### src/hdl/csfw_pkg.sv
package csfw_pkg;

  localparam int QUEUE_DEPTH_DEF    = 16;
  localparam int THREAD_ID_BITS_DEF = 8;

  localparam logic OP_WAIT   = 1'b0;
  localparam logic OP_SIGNAL = 1'b1;

  localparam logic [2:0] KIND_ACQUIRED   = 3'd0;
  localparam logic [2:0] KIND_QUEUED     = 3'd1;
  localparam logic [2:0] KIND_FULL       = 3'd2;
  localparam logic [2:0] KIND_WOKEN      = 3'd3;
  localparam logic [2:0] KIND_WOKE_NONE  = 3'd4;

  typedef struct packed {
    logic        command;
    logic [7:0]  thread_id;
    logic [31:0] release_count;
  } in_item_t;

  typedef struct packed {
    logic [2:0]  kind;
    logic [7:0]  woken_thread;
    logic [4:0]  released_total;
    logic [31:0] count_after;
    logic        count_saturated;
    logic        last;
  } out_item_t;

  // An item after classification by the front end.
  typedef struct packed {
    logic        op;
    logic [7:0]  tid;
    logic [31:0] rc;
    logic        rc_zero;
  } cls_item_t;

endpackage

### src/hdl/csfw_front.sv
module csfw_front
  import csfw_pkg::*;
#(
  parameter int THREAD_ID_BITS = THREAD_ID_BITS_DEF
) (
  input  logic      clk,
  input  logic      rst_n,
  input  logic      in_valid,
  output logic      in_stall,
  input  in_item_t  in_item,
  output logic      push,
  output cls_item_t push_item,
  input  logic      q_full
);

  localparam logic [7:0] TID_MASK = 8'((1 << THREAD_ID_BITS) - 1);

  logic      fr_valid_r;
  logic      fr_valid_nxt;
  cls_item_t fr_item_r;
  logic      take;

  assign in_stall  = fr_valid_r && q_full;
  assign push      = fr_valid_r && !q_full;
  assign push_item = fr_item_r;
  assign take      = in_valid && !in_stall;

  always_comb begin
    fr_valid_nxt = fr_valid_r;
    if (push) begin
      fr_valid_nxt = 1'b0;
    end
    if (take) begin
      fr_valid_nxt = 1'b1;
    end
  end

  always_ff @(posedge clk) begin
    if (!rst_n) begin
      fr_valid_r <= 1'b0;
    end else begin
      fr_valid_r <= fr_valid_nxt;
    end
  end

  always_ff @(posedge clk) begin
    if (take) begin
      fr_item_r.op      <= in_item.command;
      fr_item_r.tid     <= in_item.thread_id & TID_MASK;
      fr_item_r.rc      <= in_item.release_count;
      fr_item_r.rc_zero <= (in_item.release_count == 32'd0);
    end
  end

endmodule

### src/hdl/csfw_queue.sv
module csfw_queue
  import csfw_pkg::*;
(
  input  logic      clk,
  input  logic      rst_n,
  input  logic      push,
  input  cls_item_t push_item,
  output logic      q_full,
  input  logic      pop,
  output logic      q_valid,
  output cls_item_t q_item
);

  cls_item_t  ent_r [2];
  logic       wr_ptr_r;
  logic       wr_ptr_nxt;
  logic       rd_ptr_r;
  logic       rd_ptr_nxt;
  logic [1:0] cnt_r;
  logic [1:0] cnt_nxt;

  assign q_full  = (cnt_r == 2'd2);
  assign q_valid = (cnt_r != 2'd0);
  assign q_item  = ent_r[rd_ptr_r];

  always_comb begin
    wr_ptr_nxt = wr_ptr_r;
    rd_ptr_nxt = rd_ptr_r;
    cnt_nxt    = cnt_r;
    if (push) begin
      wr_ptr_nxt = !wr_ptr_r;
    end
    if (pop) begin
      rd_ptr_nxt = !rd_ptr_r;
    end
    if (push && !pop) begin
      cnt_nxt = cnt_r + 2'd1;
    end else if (pop && !push) begin
      cnt_nxt = cnt_r - 2'd1;
    end
  end

  always_ff @(posedge clk) begin
    if (!rst_n) begin
      wr_ptr_r <= 1'b0;
      rd_ptr_r <= 1'b0;
      cnt_r    <= 2'd0;
    end else begin
      wr_ptr_r <= wr_ptr_nxt;
      rd_ptr_r <= rd_ptr_nxt;
      cnt_r    <= cnt_nxt;
    end
  end

  always_ff @(posedge clk) begin
    if (push) begin
      ent_r[wr_ptr_r] <= push_item;
    end
  end

endmodule

### src/hdl/csfw_back.sv
module csfw_back
  import csfw_pkg::*;
#(
  parameter int QUEUE_DEPTH    = QUEUE_DEPTH_DEF,
  parameter int THREAD_ID_BITS = THREAD_ID_BITS_DEF
) (
  input  logic        clk,
  input  logic        rst_n,
  input  logic        q_valid,
  input  cls_item_t   q_item,
  output logic        pop,
  input  logic        cfg_write_en,
  input  logic [31:0] cfg_write_data,
  output logic        out_valid,
  input  logic        out_stall,
  output out_item_t   out_item
);

  localparam int PTR_W  = (QUEUE_DEPTH > 1) ? $clog2(QUEUE_DEPTH) : 1;
  localparam int FILL_W = $clog2(QUEUE_DEPTH + 1);

  localparam logic [2:0] S_IDLE = 3'd0;
  localparam logic [2:0] S_MIN  = 3'd1;
  localparam logic [2:0] S_SUM  = 3'd2;
  localparam logic [2:0] S_NONE = 3'd3;
  localparam logic [2:0] S_READ = 3'd4;
  localparam logic [2:0] S_EMIT = 3'd5;

  logic [2:0]          state_r, state_nxt;
  logic [31:0]         count_r, count_nxt;
  logic                sat_r, sat_nxt;
  logic [FILL_W-1:0]   fill_r, fill_nxt;
  logic [PTR_W-1:0]    head_r, head_nxt;
  logic [PTR_W-1:0]    tail_r, tail_nxt;
  logic [31:0]         rc_r, rc_nxt;
  logic [31:0]         rest_r, rest_nxt;
  logic [FILL_W-1:0]   woken_r, woken_nxt;
  logic [FILL_W-1:0]   rem_r, rem_nxt;
  logic                out_valid_r, out_valid_nxt;
  out_item_t           out_r, out_nxt;
  logic [THREAD_ID_BITS-1:0] mem [QUEUE_DEPTH];
  logic [THREAD_ID_BITS-1:0] rd_r;
  logic                mem_we;
  logic                out_free;
  logic [31:0]         fill_ext;
  logic                rc_below;
  logic [32:0]         sum;

  function automatic logic [PTR_W-1:0] next_slot(input logic [PTR_W-1:0] p);
    next_slot = (p == PTR_W'(QUEUE_DEPTH - 1)) ? '0 : p + PTR_W'(1);
  endfunction

  assign out_free  = !out_valid_r || !out_stall;
  assign out_valid = out_valid_r;
  assign out_item  = out_r;
  assign fill_ext  = 32'(fill_r);
  assign rc_below  = (rc_r < fill_ext);
  assign sum       = {1'b0, count_r} + {1'b0, rest_r};

  always_comb begin
    state_nxt     = state_r;
    count_nxt     = count_r;
    sat_nxt       = sat_r;
    fill_nxt      = fill_r;
    head_nxt      = head_r;
    tail_nxt      = tail_r;
    rc_nxt        = rc_r;
    rest_nxt      = rest_r;
    woken_nxt     = woken_r;
    rem_nxt       = rem_r;
    out_valid_nxt = out_valid_r;
    out_nxt       = out_r;
    pop           = 1'b0;
    mem_we        = 1'b0;
    if (out_valid_r && !out_stall) begin
      out_valid_nxt = 1'b0;
    end
    unique case (state_r)
      S_IDLE: begin
        if (q_valid && out_free) begin
          pop = 1'b1;
          if (q_item.op == OP_WAIT) begin
            out_valid_nxt           = 1'b1;
            out_nxt.woken_thread    = 8'd0;
            out_nxt.released_total  = 5'd0;
            out_nxt.count_saturated = 1'b0;
            out_nxt.last            = 1'b1;
            out_nxt.count_after     = count_r;
            if (count_r != 32'd0) begin
              count_nxt           = count_r - 32'd1;
              out_nxt.kind        = KIND_ACQUIRED;
              out_nxt.count_after = count_r - 32'd1;
            end else if (fill_r < FILL_W'(QUEUE_DEPTH)) begin
              mem_we       = 1'b1;
              tail_nxt     = next_slot(tail_r);
              fill_nxt     = fill_r + FILL_W'(1);
              out_nxt.kind = KIND_QUEUED;
            end else begin
              out_nxt.kind = KIND_FULL;
            end
          end else begin
            rc_nxt = q_item.rc;
            if (q_item.rc_zero) begin
              woken_nxt = '0;
              rem_nxt   = '0;
              rest_nxt  = 32'd0;
              state_nxt = S_SUM;
            end else begin
              state_nxt = S_MIN;
            end
          end
        end
      end
      S_MIN: begin
        woken_nxt = rc_below ? FILL_W'(rc_r) : fill_r;
        rem_nxt   = rc_below ? FILL_W'(rc_r) : fill_r;
        rest_nxt  = rc_r - (rc_below ? rc_r : fill_ext);
        state_nxt = S_SUM;
      end
      S_SUM: begin
        if (sum[32]) begin
          count_nxt = '1;
          sat_nxt   = 1'b1;
        end else begin
          count_nxt = sum[31:0];
          sat_nxt   = 1'b0;
        end
        state_nxt = (woken_r == '0) ? S_NONE : S_READ;
      end
      S_NONE: begin
        if (out_free) begin
          out_valid_nxt           = 1'b1;
          out_nxt.kind            = KIND_WOKE_NONE;
          out_nxt.woken_thread    = 8'd0;
          out_nxt.released_total  = 5'd0;
          out_nxt.count_after     = count_r;
          out_nxt.count_saturated = sat_r;
          out_nxt.last            = 1'b1;
          state_nxt               = S_IDLE;
        end
      end
      S_READ: begin
        state_nxt = S_EMIT;
      end
      S_EMIT: begin
        if (out_free) begin
          out_valid_nxt           = 1'b1;
          out_nxt.kind            = KIND_WOKEN;
          out_nxt.woken_thread    = 8'(rd_r);
          out_nxt.released_total  = 5'(woken_r);
          out_nxt.count_after     = count_r;
          out_nxt.count_saturated = sat_r;
          out_nxt.last            = (rem_r == FILL_W'(1));
          head_nxt                = next_slot(head_r);
          fill_nxt                = fill_r - FILL_W'(1);
          rem_nxt                 = rem_r - FILL_W'(1);
          state_nxt               = (rem_r == FILL_W'(1)) ? S_IDLE : S_READ;
        end
      end
      default: begin
        state_nxt = S_IDLE;
      end
    endcase
    if (cfg_write_en) begin
      count_nxt = cfg_write_data;
    end
  end

  always_ff @(posedge clk) begin
    if (!rst_n) begin
      state_r     <= S_IDLE;
      count_r     <= 32'd0;
      sat_r       <= 1'b0;
      fill_r      <= '0;
      head_r      <= '0;
      tail_r      <= '0;
      rem_r       <= '0;
      woken_r     <= '0;
      out_valid_r <= 1'b0;
    end else begin
      state_r     <= state_nxt;
      count_r     <= count_nxt;
      sat_r       <= sat_nxt;
      fill_r      <= fill_nxt;
      head_r      <= head_nxt;
      tail_r      <= tail_nxt;
      rem_r       <= rem_nxt;
      woken_r     <= woken_nxt;
      out_valid_r <= out_valid_nxt;
    end
  end

  always_ff @(posedge clk) begin
    rc_r   <= rc_nxt;
    rest_r <= rest_nxt;
    out_r  <= out_nxt;
  end

  always_ff @(posedge clk) begin
    if (mem_we) begin
      mem[tail_r] <= THREAD_ID_BITS'(q_item.tid);
    end
    rd_r <= mem[head_r];
  end

  a_fill_bound: assert property (@(posedge clk) disable iff (!rst_n)
    fill_r <= FILL_W'(QUEUE_DEPTH))
    else $error("waiter fill exceeds queue depth");

  a_emit_rem: assert property (@(posedge clk) disable iff (!rst_n)
    (state_r == S_EMIT || state_r == S_READ) |-> (rem_r != '0 && rem_r <= fill_r))
    else $error("wake loop with no waiter left to release");

  a_pop_idle: assert property (@(posedge clk) disable iff (!rst_n)
    pop |-> (state_r == S_IDLE && q_valid))
    else $error("item taken from queue while busy");

  a_woken_last: assert property (@(posedge clk) disable iff (!rst_n)
    (state_r == S_EMIT && out_free && rem_r == FILL_W'(1)) |=>
      (out_valid_r && out_r.last && state_r == S_IDLE))
    else $error("final wake result not marked last");

endmodule

### src/hdl/counting_semaphore_fifo_waiters_top.sv
// Wait items: the result is registered once the item has passed the front register and the input
// queue; waits sustain one item per cycle when the result side does not stall.
// Signal items: the back end steps through the min, sum, read and emit states before the first
// result; each further woken waiter takes read and emit again, as the memory read is registered.
// A signal that wakes nobody answers from the none state; a zero release count skips min.
// Reset (synchronous, rst_n low) zeroes the count and empties both queues, not the waiter memory.
module counting_semaphore_fifo_waiters_top
  import csfw_pkg::*;
#(
  parameter int QUEUE_DEPTH    = QUEUE_DEPTH_DEF,
  parameter int THREAD_ID_BITS = THREAD_ID_BITS_DEF
) (
  input  logic        clk,
  input  logic        rst_n,
  input  logic        in_valid,
  output logic        in_stall,
  input  in_item_t    in_item,
  output logic        out_valid,
  input  logic        out_stall,
  output out_item_t   out_item,
  input  logic        cfg_write_en,
  input  logic [31:0] cfg_write_data
);

  logic      push;
  cls_item_t push_item;
  logic      q_full;
  logic      q_valid;
  cls_item_t q_item;
  logic      pop;

  csfw_front #(
    .THREAD_ID_BITS(THREAD_ID_BITS)
  ) u_front (
    .clk       (clk),
    .rst_n     (rst_n),
    .in_valid  (in_valid),
    .in_stall  (in_stall),
    .in_item   (in_item),
    .push      (push),
    .push_item (push_item),
    .q_full    (q_full)
  );

  csfw_queue u_queue (
    .clk       (clk),
    .rst_n     (rst_n),
    .push      (push),
    .push_item (push_item),
    .q_full    (q_full),
    .pop       (pop),
    .q_valid   (q_valid),
    .q_item    (q_item)
  );

  csfw_back #(
    .QUEUE_DEPTH    (QUEUE_DEPTH),
    .THREAD_ID_BITS (THREAD_ID_BITS)
  ) u_back (
    .clk            (clk),
    .rst_n          (rst_n),
    .q_valid        (q_valid),
    .q_item         (q_item),
    .pop            (pop),
    .cfg_write_en   (cfg_write_en),
    .cfg_write_data (cfg_write_data),
    .out_valid      (out_valid),
    .out_stall      (out_stall),
    .out_item       (out_item)
  );

endmodule

### config.mk
export PLATFORM = sky130hd
export DESIGN_NAME = counting_semaphore_fifo_waiters_top
export DESIGN_NICKNAME = d
export VERILOG_FILES = /design/src/hdl/csfw_pkg.sv /design/src/hdl/csfw_front.sv /design/src/hdl/csfw_queue.sv /design/src/hdl/csfw_back.sv /design/src/hdl/counting_semaphore_fifo_waiters_top.sv
export SDC_FILE = /design/constraint.sdc
export NUM_CORES = 1
export LEC_CHECK = 0
export ABC_CLOCK_PERIOD_IN_PS = 6300
export BUFFER_PORTS_ARGS = -buffer_cell sky130_fd_sc_hd__buf_2
export CORE_ASPECT_RATIO = 0.7
export CORE_MARGIN = 8
export CORE_UTILIZATION = 44
export CTS_CLUSTER_DIAMETER = 30
export CTS_CLUSTER_SIZE = 8
export DETAILED_ROUTE_END_ITERATION = 10
export PLACE_DENSITY = 0.58
export SLEW_MARGIN = 20
export SYNTH_ARGS = -nofsm -noshare
export SYNTH_HDL_FRONTEND = slang
export SYNTH_SLANG_ARGS = --single-unit
### constraint.sdc
create_clock -name clk -period 6.3 [get_ports clk]
set_input_delay 0.63 -clock clk [delete_from_list [all_inputs] [get_ports clk]]
set_output_delay 0.63 -clock clk [all_outputs]
set_load 0.01 [all_outputs]
* After elaboration in Yosys (flattened, before gate mapping)
Memory sizes are Yosys's and may differ from the RTL's. A register that Yosys moved wholly into a read port is not among the register bits.
Cells that the tools add are included.
** Word-level totals
- Register bits after elaboration :: 221
- Memory bits (writable) :: 212
- Input bits :: 78
- Output and inout port bits :: 52
- Logic and storage cells :: 162
- Memories :: 2
** Cells by class
- Add/subtract/negate cells :: 10
- $lt $le $gt $ge :: 2
- Equality and inequality tests :: 19
- Multiplexer cells :: 64
- Bitwise operators :: 2
- Reduce and logical (&&, ||, !) cells :: 38
** Memory list
- u_back.mem :: words 16, bits a word 8, read ports 1, clocked after Yosys merged registers in 1, write ports 1, RTL line csfw_back.sv:41 : logic [THREAD_ID_BITS-1:0] mem [QUEUE_DEPTH];
- u_queue.ent_r :: words 2, bits a word 42, read ports 1, clocked after Yosys merged registers in 1, write ports 1, RTL line csfw_queue.sv:14 : cls_item_t ent_r [2];
** Operators by type and width (number)
- $mux 32 :: 9
- $mux 50 :: 4
- $pmux 50 s3 :: 1
- $pmux 32 s2 :: 2
- $mux 5 :: 10
- $add 32x32->33 :: 1
- $logic_not 32->1 :: 1
- $lt 32x5->1 :: 1
- $reduce_bool 32->1 :: 1
- $sub 32x1->32 const B :: 1
- $sub 32x32->32 :: 1
- $mux 3 :: 7
- $mux 1 :: 20
- $pmux 5 s2 :: 2
- $pmux 3 s6 :: 1
- $pmux 5 s3 :: 1
- $reduce_and 5->1 :: 3
- $ne 2x1->1 const B :: 5
- $reduce_bool 2->1 :: 5
- $sub 5x1->5 const B :: 2
- $reduce_bool 3->1 :: 3
- $add 4x1->4 const B :: 2
- $eq 4x4->1 const B :: 2
- $logic_not 1->1 :: 8
- other kinds (25) :: 42

* Depth between registers and ports, before layout
- Depth after elaboration :: 8
- Gate-level depth with buffers :: 18
- Gate-level depth less buffers :: 18

* Modules after synthesis
From an unflattened synthesis, not the netlist that was laid out.
** Unflattened totals
- Cell total of the unflattened synthesis :: 1518
- Area total of the unflattened synthesis :: 20002.9 um2
** By module, submodules not included
- csfw_back :: times used 1, cells each 1307, area an instance 15371.0 um2
- csfw_queue :: times used 1, cells each 153, area an instance 3251.9 um2
- csfw_front :: times used 1, cells each 58, area an instance 1380.1 um2

* Worst setup path after synthesis
No wires, ideal clock.
- Kind :: register -> register
- Start :: reg u_back.state_r[0]
- End :: reg u_back.out_r, in the netlist u_back.out_item[0], enable pin
- Setup time :: 532 ps
- Data arrival time :: 5056 ps
- Path slack :: 712 ps
- Cell stages (with the launch flop) :: 8
- Path buffers :: 2
- Cell sequence :: dfxtp_1 > buf_2 > nor2b_1 > clkbuf_1 > nand2_1 > clkinv_1 > nor2_1 > o31ai_1
** Between the ends
- Word-level cells in the longest chain between the ends :: 3
- Elaborated cells between the ends (all ways) :: 9
- Those cells by class :: eq/ne (6); reduce/logical (3)
** Ends and longest elaborated chain
- start, declared :: RTL line csfw_back.sv:29 : logic [2:0] state_r, state_nxt;
- start signal, assigned :: RTL line csfw_back.sv:181 : state_r <= state_nxt;
- $eq 3x3->1 (tied with other cells) :: RTL line csfw_back.sv:78 : unique case (state_r)
- $ne 2x1->1 (no line) (tied with other cells)
- $reduce_and 5->1 (no line) (*)
- end signal, assigned :: RTL line csfw_back.sv:196 : out_r <= out_nxt;
- end, declared :: RTL line csfw_back.sv:40 : out_item_t out_r, out_nxt;
Mark *: on every way between the ends. The rest lies on a longest branch, timed or not.
A chain may end at the register's enable or synchronous reset.

* Final worst setup path
- Start :: reg u_back.rc_r[24]
- End :: reg u_back.rest_r[26], data pin
** Between the ends
- Word-level cells in the longest chain between the ends :: 4
** Ends and longest elaborated chain
- start, declared :: RTL line csfw_back.sv:35 : logic [31:0] rc_r, rc_nxt;
- start signal, assigned :: RTL line csfw_back.sv:194 : rc_r <= rc_nxt;
- $lt 32x5->1 :: RTL line csfw_back.sv:57 : assign rc_below = (rc_r < fill_ext);
- $mux 32 :: RTL line csfw_back.sv:117 : rest_nxt = rc_r - (rc_below ? rc_r : fill_ext);
- $sub 32x32->32 (*) :: RTL line csfw_back.sv:117
- $pmux 32 s2 (*) :: RTL line csfw_back.sv:78
- end signal, assigned :: RTL line csfw_back.sv:195 : rest_r <= rest_nxt;
- end, declared :: RTL line csfw_back.sv:36 : logic [31:0] rest_r, rest_nxt;
Marks and branches as above.

==> summary.txt <==
=================================================================================
Worst setup skew after layout                                           0.0301 ns
Routed vias/inst                                                             5.58
Count of placed standard cells including taps                                2201
Number of enable-type register cells in the synthesized netlist               368
Worst reg-to-reg path cell count                                               17
Fraction of the yosys area taken by sequential cells                        0.620
Quantity of hold-fixing buffers added after cts                                 0
Number of inserted diodes                                                       0
Count of non-filler cells in the finished layout                             2368
Number of setup violations in the final report                                  0
Max-capacitance violation count                                                 0
Max Clock Freq                                                          0.200 GHz
H-tree depth reported by CTS                                                    3
Number of antenna violations at the first check in global routing               2
Critical path endpoint category                                          register
List of most frequent post-synthesis cells                           368 x edfxtp_1, 129 x nor2_1, 94 x nand2_1
Global placer's final weighted congestion                                   0.884
Total chip power                                                         0.0111 W
R2R Setup Slk                                                             1.30 ns
Primary flip-flop cell chosen by synthesis mapping                       edfxtp_1
Top Ports                                                                     130
Starting DRC count in detailed routing                                       1263
Area overhead of the layout relative to synthesis                           21.5%
Combined area of all synthesized cells                                  20200 um2
Count of input and output buffers                                             129
Mapped Nets                                                                  1665
Total number of yosys warnings                                                  0
Yosys cell types                                                               79
Leakage power summed over all cells                                       8.85 nW
Total Negative Setup Slacks                                                  0 ns
Number of global-route vias before repair                                   12619
Largest buffer count on any clock path                                          3
Drt wl/cell                                                               20.8 um
Via count of the routed design                                              13208
Effective utilization at floorplan                                          0.447
# fillers                                                                    3760
Measured slew at the worst slew-check pin                                 1.20 ns
Top-count cell post-synth                                                edfxtp_1
Count of cells resized by post-cts repair                                       0
Total count of hold-check failures in the final report                          0
Area contributors post-synth                                         edfxtp_1 55%, dfxtp_1 7.3%, mux4_2 4.5%
Source of the worst hold timing path                                  in_item[32]
TritonCTS clock tree                                                         done
Number of CTS-inserted buffers                                                 90
Overall overflow remaining after global route                                   0
Pin count of the biggest net entering global routing                           58
Detailed Routing Iterations Pass 1                                              5
Area of placed instances                                                21500 um2
Area of all placed cells without fillers                                24500 um2
Floorplan Core Area                                                     45200 um2
Fin nets                                                                     1824
Min-Delay Endpoint                                                   u_front.push_item[33]
Critical register-to-register path startpoint                        u_back.rc_r[24]
Type of the tightest min-delay check                                 primary input to register
Maximum resistive drop on vdd                                            0.216 mV
Maximum fanout encountered on the critical timing path                          5
Post-Syn Area per Cell                                                   13.2 um2
Post CTS Setup Buffer Count                                                     0
Launching element type of the critical path                              register
Chip height                                                                195 um
Clock-pin transition on the worst setup and hold timing paths             0.04 ns
Number of stages on the worst hold path                                         1
Worst relative slew slack                                                   0.197
Estimated wirelength of the detail-placed design                          34.7 mm
Worst Path Arrival                                                        5.33 ns
Remaining antenna violation count after routing                                 0
Rows                                                                           65
Synthesized flop and latch total                                              442
Total length of routed wires                                              49.2 mm
Chip width                                                                 272 um
Final critical path time including I/O delays and setup                   5.00 ns
Fraction of layout cells with a size suffix above 1                         0.226
Required time at the endpoint of the critical path                        6.63 ns
Fraction of synthesis flops using an asynchronous set or reset pin              0
CTS root buffer                                                         clkbuf_16
Cell Pwr Density                                                       451 nW/um2
Area fraction of the dominant cell type after synthesis                     0.547
Worst setup path class                                               register to register
Post-Synthesis Cells                                                         1531
Clock Sinks                                                                   442
Clock latency at the later pin of the worst-skew pair                     0.62 ns
Final-report max-slew violation count                                           0
Fraction of the cycle the final worst path needs                            0.794
Reg-to-reg critical path endpoint                                    u_back.rest_r[26]
Outcome                                                              finished, final reports clean
First-pass GRT wire length                                                75.6 mm
Total routing usage reported by global routing                              0.182
Unrepaired setup endpoints after global routing                                no
Cell type with the largest total area after synthesis                    edfxtp_1
Residual DRC                                                                    0
Full die area                                                           53100 um2
=================================================================================
==> critical path, cell delays in order (launching register included) <==
cell      delay [ns]
edfxtp_1        0.42
or4_1           0.58
or3_1           0.36
nor2_1          0.19
and4bb_1        0.26
o21ai_1         0.23
mux2i_1         0.32
ha_1            0.22
inv_1           0.06
fa_1            0.39
a21o_1          0.17
a21o_1          0.21
a211o_1         0.37
nor2_1          0.30
nand2_1         0.18
nor4_1          0.26
xnor2_1         0.16
nor2_1          0.06
==> registers in the layout, indices dropped and copies added, names as in the netlist, 8 cells and up, named ones only <==
name               count
u_back.mem           128
u_queue.ent_r         84
u_back.out_item       50
u_front.push_item     42
u_back.count_r        32
u_back.rc_r           32
u_back.rest_r         32
u_back.rd_r            8
==> area by class of cell <==
type | instances | area, um2 | area share
inverters | 30 | 113 | 0.00459
repair buffers | 149 | 808 | 0.0329
clock inverters | 52 | 694 | 0.0283
multi-input cells | 977 | 7260 | 0.296
clock buffers | 115 | 2380 | 0.0968
well taps | 603 | 754 | 0.0307
flip-flops and latches | 442 | 12500 | 0.511
==> per-layer routing <==
layer / track usage / up-vias / share of wire
met5: 0 / - / 0.00016
met4: 0.0532 / 2 / 0.020
met3: 0.0482 / 92 / 0.089
met2: 0.224 / 566 / 0.37
met1: 0.299 / 6351 / 0.52
li1: - / 6197 / -
==> how the worst max path moves through the flow <==
stage          slack, ns         startpoint            endpoint  depth (start not counted)
2_1_floorplan       0.71  u_back.state_r[0]  u_back.out_item[0]                          7
3_3_place_gp        1.51    u_back.rc_r[14]   u_back.rest_r[26]                         16
3_5_place_dp        1.32    u_back.rc_r[13]   u_back.rest_r[26]                         16
4_1_cts             1.30    u_back.rc_r[14]   u_back.rest_r[26]                         16
5_1_grt             1.04    u_back.rc_r[13]   u_back.rest_r[26]                         16
6_report            1.30    u_back.rc_r[24]   u_back.rest_r[26]                         17
==> where the power goes <==
part | internal, W | switching (W) | total (W)
Sequential | 0.00374 | 0.000335 | 0.00407
Clock | 0.00316 | 0.00155 | 0.00471
Combinational | 0.000854 | 0.00142 | 0.00228
Total | 0.00776 | 0.00331 | 0.0111
==> cell usage in the layout, fill, tap and decap left out, drive strengths merged, types with 5 or more instances in the layout <==
cell,n
buf,149
or4,7
clkinv,40
o22ai,13
nor3,44
o211ai,7
clkbuf,115
o221ai,21
dfxtp,74
a21oi,71
nand4,14
or3,16
bufinv,12
nor4,24
inv,30
xnor2,78
nand2,94
mux2i,7
and3,25
ha,53
mux2,41
a21o,20
nand2b,16
a31oi,8
mux4,40
and2,13
a22oi,31
nor2,129
o21a,9
xor2,39
o31ai,7
a211oi,6
o21ai,55
nand3,21
a31o,5
edfxtp,368
nor2b,8
==> metrics by stage <==
step	hold WS, ns	util	setup WS, ns
CTS	0.162	0.543	1.30
global placement	0.426	0.474	1.51
finish	0.198	0.543	1.30
detailed placement	0.430	0.475	1.32
global route	0.167	0.543	1.04
floorplan	0.421	-	0.712
==> cells by family (layout without fill, tap and decap cells) <==
| kind of cell | after synthesis | in the layout | synth area share |
|---|---|---|---|
| multiplexers | 88 | 88 | 0.0709 |
| XOR/XNOR | 117 | 117 | 0.0507 |
| buffers and inverters | 112 | 346 | 0.0223 |
| flip-flops | 442 | 442 | 0.620 |
| AO/OA/AOI/OAI | 287 | 287 | 0.0946 |
| AND/OR/NAND/NOR | 429 | 429 | 0.105 |
| adder cells (fa/ha/maj) | 56 | 56 | 0.0358 |
No activity file was read; power rests on OpenSTA's default activity.
